--- config.mk ---
export PLATFORM = sky130hd
export DESIGN_NAME = isfs_kernel_chain
export DESIGN_NICKNAME = d
export VERILOG_FILES = /design/src/sv/inverse_square_field_sum_assert.svh /design/src/sv/isfs_pkg.sv /design/src/sv/isfs_div_cell.sv /design/src/sv/isfs_kernel_chain.sv
export SDC_FILE = /design/constraint.sdc
export NUM_CORES = 2
export LEC_CHECK = 0
export BUFFER_PORTS_ARGS = -buffer_cell sky130_fd_sc_hd__buf_2
export CORE_MARGIN = 2
export CORE_UTILIZATION = 62
export CTS_CLUSTER_DIAMETER = 80
export CTS_CLUSTER_SIZE = 30
export DETAILED_ROUTE_END_ITERATION = 16
export MAX_ROUTING_LAYER = met4
export PLACE_DENSITY = 0.91
export REMOVE_ABC_BUFFERS = 1
export SKIP_LAST_GASP = 1
export SYNTH_ARGS = -nofsm -noshare
export SYNTH_HDL_FRONTEND = slang
export SYNTH_SLANG_ARGS = --single-unit
--- constraint.sdc ---
create_clock -name clk -period 4.5 [get_ports clk]
set_input_delay 0.45 -clock clk [delete_from_list [all_inputs] [get_ports clk]]
set_output_delay 0.45 -clock clk [all_outputs]
set_load 0.01 [all_outputs]
--- src/sv/inverse_square_field_sum_assert.svh ---
// ----------------------------------------------------------------------------
// inverse_square_field_sum_assert.svh
// Assertion macros for the inverse-square field sum block.
// ----------------------------------------------------------------------------
`ifndef INVERSE_SQUARE_FIELD_SUM_ASSERT_SVH
`define INVERSE_SQUARE_FIELD_SUM_ASSERT_SVH

`ifndef ASSERT_OFF
`define ISFS_ASSERT(lbl, clk, rst_n, prop, msg) \
	lbl: assert property (@(posedge clk) disable iff (!rst_n) prop) else $error(msg);
`define ISFS_NEVER(lbl, clk, rst_n, expr, msg) \
	lbl: assert property (@(posedge clk) disable iff (!rst_n) !(expr)) else $error(msg);
`else
`define ISFS_ASSERT(lbl, clk, rst_n, prop, msg)
`define ISFS_NEVER(lbl, clk, rst_n, expr, msg)
`endif

`endif

--- src/sv/isfs_pkg.sv ---
// ----------------------------------------------------------------------------
// isfs_pkg
// Types and constants shared by the inverse-square field sum block.
// ----------------------------------------------------------------------------
package isfs_pkg;

	localparam int unsigned MAX_SAMPLES_DEF = 1024;
	localparam int unsigned QW    = 32;          // sample width
	localparam int unsigned NW    = 33;          // kernel quotient width
	localparam int unsigned PW    = QW + NW + 1; // product width
	localparam int unsigned TW    = PW - 16;     // rounded term width
	localparam int unsigned EW    = 64;          // result width
	localparam int unsigned POS_W = 10;

	localparam logic [NW-1:0] K_ONE = {1'b1, 32'b0};
	localparam logic [PW-1:0] RND_HALF = PW'(32768);

	localparam logic CMD_LOAD  = 1'b0;
	localparam logic CMD_FETCH = 1'b1;

	typedef enum logic [1:0] {
		PH_LOAD,
		PH_COMPUTE,
		PH_READ
	} phase_t;

	typedef struct packed {
		logic              valid;
		logic              skip;
		logic              sub;
		logic              first;
		logic              endj;
		logic              fin;
		logic signed [QW-1:0] q;
	} term_tag_t;

	typedef struct packed {
		logic              en;
		logic              fin;
		logic signed [EW-1:0] data;
	} res_wr_t;

endpackage

--- src/sv/isfs_div_cell.sv ---
// ----------------------------------------------------------------------------
// isfs_div_cell
// One restoring-division cell: settles one quotient bit and passes on.
// ----------------------------------------------------------------------------
module isfs_div_cell #(
	parameter int unsigned DW = 20
) (
	input  logic                   clk,
	input  logic                   arst_n,
	input  isfs_pkg::term_tag_t    tag_in,
	input  logic [DW-1:0]          rem_in,
	input  logic [isfs_pkg::NW-1:0] num_in,
	input  logic [DW-1:0]          div_in,
	input  logic [isfs_pkg::NW-1:0] quo_in,
	output isfs_pkg::term_tag_t    tag_out,
	output logic [DW-1:0]          rem_out,
	output logic [isfs_pkg::NW-1:0] num_out,
	output logic [DW-1:0]          div_out,
	output logic [isfs_pkg::NW-1:0] quo_out
);
	import isfs_pkg::*;

	logic [DW:0] shifted;
	logic [DW:0] diff;
	logic        ge;

	assign shifted = {rem_in, num_in[NW-1]};
	assign diff    = shifted - {1'b0, div_in};
	assign ge      = shifted >= {1'b0, div_in};

	always_ff @(posedge clk or negedge arst_n) begin
		if (!arst_n) begin
			tag_out <= '0;
		end else begin
			tag_out <= tag_in;
		end
	end

	always_ff @(posedge clk) begin
		rem_out <= ge ? diff[DW-1:0] : shifted[DW-1:0];
		num_out <= {num_in[NW-2:0], 1'b0};
		div_out <= div_in;
		quo_out <= {quo_in[NW-2:0], ge};
	end

endmodule

--- src/sv/isfs_kernel_chain.sv ---
// ----------------------------------------------------------------------------
// isfs_kernel_chain
// Row of division cells forming K(d) = round(2^32 / d^2), one per cycle.
// ----------------------------------------------------------------------------
module isfs_kernel_chain #(
	parameter int unsigned DW = 20
) (
	input  logic                    clk,
	input  logic                    arst_n,
	input  isfs_pkg::term_tag_t     tag_in,
	input  logic [isfs_pkg::NW-1:0] dividend,
	input  logic [DW-1:0]           divisor,
	output isfs_pkg::term_tag_t     tag_out,
	output logic [isfs_pkg::NW-1:0] kernel
);
	import isfs_pkg::*;

	term_tag_t     tag [NW+1];
	logic [DW-1:0] rem [NW+1];
	logic [NW-1:0] num [NW+1];
	logic [DW-1:0] dv  [NW+1];
	logic [NW-1:0] quo [NW+1];

	assign tag[0] = tag_in;
	assign rem[0] = '0;
	assign num[0] = dividend;
	assign dv[0]  = divisor;
	assign quo[0] = '0;

	for (genvar k = 0; k < NW; k++) begin : g_cell
		isfs_div_cell #(.DW(DW)) u_cell (
			.clk     (clk),
			.arst_n  (arst_n),
			.tag_in  (tag[k]),
			.rem_in  (rem[k]),
			.num_in  (num[k]),
			.div_in  (dv[k]),
			.quo_in  (quo[k]),
			.tag_out (tag[k+1]),
			.rem_out (rem[k+1]),
			.num_out (num[k+1]),
			.div_out (dv[k+1]),
			.quo_out (quo[k+1])
		);
	end

	assign tag_out = tag[NW];
	assign kernel  = quo[NW];

endmodule

# Word level (Yosys, flattened, before mapping)
# Index checks and enable logic that the tools add are counted.
# totals
inputBits,93
ff_bits,3623
wordCells,458
# op_classes
magnitude_cmp,33
mux,32
n_addsub,32
# ops
operator,n
$ge 21x20->1,32
$mux 20,31
$sub 20x20->20,31
$ge 1x20->1,1
$sub 1x20->20,1
$mux 1,1

# Logic depth before layout (Yosys ltp)
# logic_depth
ltp_word,2
ltp_mapped,13
ltp_nobuf,12

# By module
# A second synthesis with hierarchy kept.
# hier_totals
hier_cells,11714
area_unflattened_um2,147803.0
# by_module_without_submodules
mod,area_each_um2,cells_per_inst,instances
isfs_div_cell (g_cell[14].u_cell ...),4394.2,351,23
isfs_div_cell (g_cell[0].u_cell ...),4673.2,364,10
isfs_kernel_chain,3.8,1,1

# Worst setup path before layout
# Ideal clock, no wire load.
# synth_path
path_type,register to register
startpoint,register g_cell[5].u_cell.div_out[1]
endpoint,register g_cell[6].u_cell.rem_out[13]
setup_time_ns,0.121
path_stages_with_launch,13
path_buffers,1
path_slack_ns,1.356
synth_period_minus_slack_ns,3.144
arrival_time_ns,3.023
cell_sequence,dfxtp_1 > inv_1 > ha_1 > nor2b_4 > o31a_1 > or3_1 > a221o_2 > o221a_2 > nor3_1 > o31ai_1 > a21oi_2 > buf_6 > mux2_2
# synth_between
elab_chain_cells,2
# synth_rtl
item,line,text
from (decl),isfs_div_cell.sv:18,"output logic [DW-1:0] div_out,"
from (signal assigned),isfs_div_cell.sv:42,div_out <= div_in;
$sub 20x20->20 / $ge 21x20->1 (equally long branches),"isfs_div_cell.sv:28, isfs_div_cell.sv:29",
$mux 20 (*),isfs_div_cell.sv:40,rem_out <= ge ? diff[DW-1:0] : shifted[DW-1:0];
to (signal assigned),isfs_div_cell.sv:40,
to (decl),isfs_div_cell.sv:16,"output logic [DW-1:0] rem_out,"
# Mark *: on every way between the ends. The rest lies on a longest branch, timed or not.
# A chain may end at the register's enable or synchronous reset.

# Worst setup path after layout
# layout_path
startpoint,register g_cell[0].u_cell.div_out[1]
endpoint,register g_cell[1].u_cell.rem_out[3]
# layout_between
elab_chain_cells,2
# layout_rtl
item,line
from (decl),isfs_div_cell.sv:18
from (signal assigned),isfs_div_cell.sv:42
$sub 20x20->20 / $ge 21x20->1 (equally long branches),"isfs_div_cell.sv:28, isfs_div_cell.sv:29"
$mux 20 (*),isfs_div_cell.sv:40
to (signal assigned),isfs_div_cell.sv:40
to (decl),isfs_div_cell.sv:16
# Marked as above.

==> summary.md <==
| Metric | Value |
|---|---|
| Status | `finished, violations left` |
| Failing checks | `design-rule violations` |
| Synth top area share | `40.45%` |
| Hpwl dp | `roughly 150 mm` |
| Ports | `164` |
| Post-CTS Hold Buffers | `92` |
| Critical Path AT | `about 4.5 ns` |
| Crit-path most repeated cell | `a21oi_1` |
| Die width | `438.9 um` |
| Critical Path RT | `5.24 ns` |
| Setup-failing EPs final | `0` |
| Worst path buffer plus inverter count | `2` |
| Maximum VDD drop | `440.3 uV` |
| 1st-iter DRT viols | `4,470` |
| Number of CTS-inserted buffers | `about 160` |
| Worst r2r path cells | `12` |
| Area contributors post-synth | `dfxtp_1, dfrtp_1, ha_1` |
| Post-synth ARST share | `between 30% and 40%` |
| FP Rows | `about 160` |
| Final Hold Fails | `0` |
| Routed Antenna Nets | `0` |
| H-Tree Level Count | `4` |
| Main flop type after synthesis | `dfxtp_1` |
| Register area | `between 70,000 and 80,000 um^2` |
| Vias post-DR | `~65,000` |
| CP Depth | `12` |
| Synthesized area | `117,300 um^2` |
| Yosys top cell by area | `dfxtp_1` |
| Final Max Tran Viols | `0` |
| EDFF count, synth | `0` |
| Area growth syn-to-layout | `8.497%` |
| Initial antenna violation count | `9` |
| Cell Pwr Density | `590.9 nW/um^2` |
| Max_cap viols | `0` |
| Drt pass-1 iters | `12` |
| Placed cells | `between 10,000 and 15,000` |
| Worst skew pair latency | `0.86 ns` |
| Worst clock skew | `just under 0.04 ns` |
| Initial Utilization | `62.44%` |
| Multi-input gate area | `between 30,000 and 40,000 um^2` |
| CP max stage delay | `about 0.64 ns` |
| Unique cell type count in the Yosys netlist | `93` |
| P_leak | `0.05836 uW` |
| Setup tns final | `0 ns` |
| Hold crit path type | `input port to asynchronous set/reset pin` |
| Synth Register Bits | `between 3,000 and 4,000` |
| Largest net degree at the start of global routing | `130` |
| Die area | `192,600 um^2` |
| Postcts setup bufs | `0` |
| Syn_area_per_cell | `about 13 um^2` |
| Slew headroom | `30.18%` |
| Critical path, cell by cell | `inv_1 -> ha_1 -> nor2b_1 -> o31a_1 -> o21ai_1 -> a21oi_1 -> o41ai_1 -> o211ai_1 -> a21oi_1 -> o21a_1 -> buf_4 -> mux2_2` |
| RSZ-0062 raised after global routing | `false` |
| CP endpoint kind | `flop` |
| Worst-path cell with the longest stage delay | `o41ai_1` |
| CTS root buf | `clkbuf_16` |
| Cells after synthesis | `9,214` |
| Cts repair resizes | `0` |
| DIE HEIGHT | `between 400 and 500 um` |
| Non-filler instance count after layout | `12,177` |
| Commonest cells in the netlist | `dfxtp_1, dfrtp_1, inv_1` |
| CTS sink count | `about 3,600` |
| Synth warn | `0` |
| Filler cells | `about 13,000` |
| First-pass GRT wire length | `around 350 mm` |
| Wire per inst | `17.63 um` |
| Sequential area share after synthesis | `67.21%` |
| GRT Total Usage | `a little under a quarter` |
| I/O Buffers | `around 160` |
| Crit path time final | `between 3 and 4 ns` |
| Worst path top cell family by delay | `compound AO/OA/AOI/OAI gates` |
| CP startpoint kind | `flop` |
| Core Area | `187,800 um^2` |
| CTS max path bufs | `3` |
| Kind of critical path | `flop to flop` |
| Via/cell ratio | `around 5.3` |
| Worst-margin pin slew | `around 1.0 ns` |
| Count leader, synth | `dfxtp_1` |
| Post-route DRC violation count | `16` |
| Vias in the first global route | `66,234` |
| Total grt overflow | `0` |
| Clock-pin slew on the worst setup and hold paths | `about 0.10 ns` |
| Fmax | `266.7 MHz` |
| Total Wirelength | `roughly 210 mm` |
| GP Congestion | `0.9615` |
| Nets | `10,320` |
| CP Max Fanout | `15` |
| Share of cells above drive strength 1 | `between 8 and 9%` |
| Final worst-path cycle share | `between 80% and 90%` |
| Reg-to-reg slack, setup | `roughly 0.75 ns` |
| CTS tree | `done` |
==> flip-flops by register name (all words and copies together) (netlist names) <==
name,cells
g_cell.u_cell.tag_out,1254
g_cell.u_cell.div_out,640
g_cell.u_cell.rem_out,640
g_cell.u_cell.quo_out,561
g_cell.u_cell.num_out,528
==> power by group <==
part           total (uW)  switching (uW)  internal (uW)
Clock               17100            9950           7160
Combinational       19800           10900           8950
Sequential          38300            2030          36200
==> layout by cell type (no fill, tap or decap), types with 59 or more instances in the layout <==
cell and count:
dfxtp_1 2369, inv_1 782, mux2_2 346, clkbuf_16 158, o21a_1 96, ha_1 642, xor2_1 185, dfrtp_1 1254
nor2_1 347, nand4_1 59, a21oi_1 474, nor3_1 84, xnor2_1 300, buf_2 162, dlygate4sd3_1 92, nor2b_1 90
nand2_1 435, a31oi_1 86, o21ai_0 385, a21o_1 222, nand2b_1 79, nand3_1 135
==> routing by layer <==
metal	GRT usage (%)	wire length (um)	vias to the layer above
met1	30.32	96380	31388
met2	37.40	102200	1550
met3	2.596	8404	438
met5	-	0	-
met4	8.253	7734	0
li1	-	-	31696
==> area by class of cell <==
type                       count  share of cell area [%]
multi-input combinational   4673                   27.50
antenna                        1                0.001967
inverter                     783                   2.310
clock inverter                67                  0.6796
timing repair buffer         317                   1.812
sequential                  3623                   61.95
tap                         2495                   2.454
clock buffer                 218                   3.301
==> logic make-up (layout without fill, tap and decap cells) <==
group | after synthesis | count (layout) | share of synthesized area, %
simple gates | 1423 | 1423 | 5.792
xor+xnor | 485 | 485 | 3.623
compound gates | 1703 | 1703 | 9.310
mux | 389 | 389 | 3.690
flops | 3623 | 3623 | 67.21
fa+ha+maj | 673 | 673 | 7.380
other cells | 0 | 1 | 0
buf+inv | 918 | 1385 | 2.996
==> per-stage QoR <==
step	hold slack (ns)	cell area, um^2	utilization, %	power (uW)	setup slack (ns)
detailed placement	0.3121	121200	64.55	58260	0.7744
global route	0.1774	127200	67.74	79380	0.5670
floorplan	0.1544	116700	-	53070	0.4742
finish	0.1359	127200	67.74	75170	0.7509
CTS	0.1420	127200	67.74	75500	0.7508
global placement	0.3096	121200	64.55	57540	0.8028
==> worst paths after layout <==
kind,startpoint,to
max,g_cell[0].u_cell.div_out[1]$_DFF_P_,g_cell[1].u_cell.rem_out[3]$_DFF_P_
min,arst_n,g_cell[32].u_cell.tag_out[11]$_DFF_PN0_
max reg2reg,g_cell[0].u_cell.div_out[1]$_DFF_P_,g_cell[1].u_cell.rem_out[3]$_DFF_P_
min reg2reg,g_cell[18].u_cell.quo_out[0]$_DFF_P_,g_cell[19].u_cell.quo_out[1]$_DFF_P_
max in group asynchronous,arst_n,g_cell[6].u_cell.tag_out[8]$_DFF_PN0_
min in group clk,tag_in[26],g_cell[0].u_cell.tag_out[26]$_DFF_PN0_
Note: power is estimated with default switching activity, not from simulation.
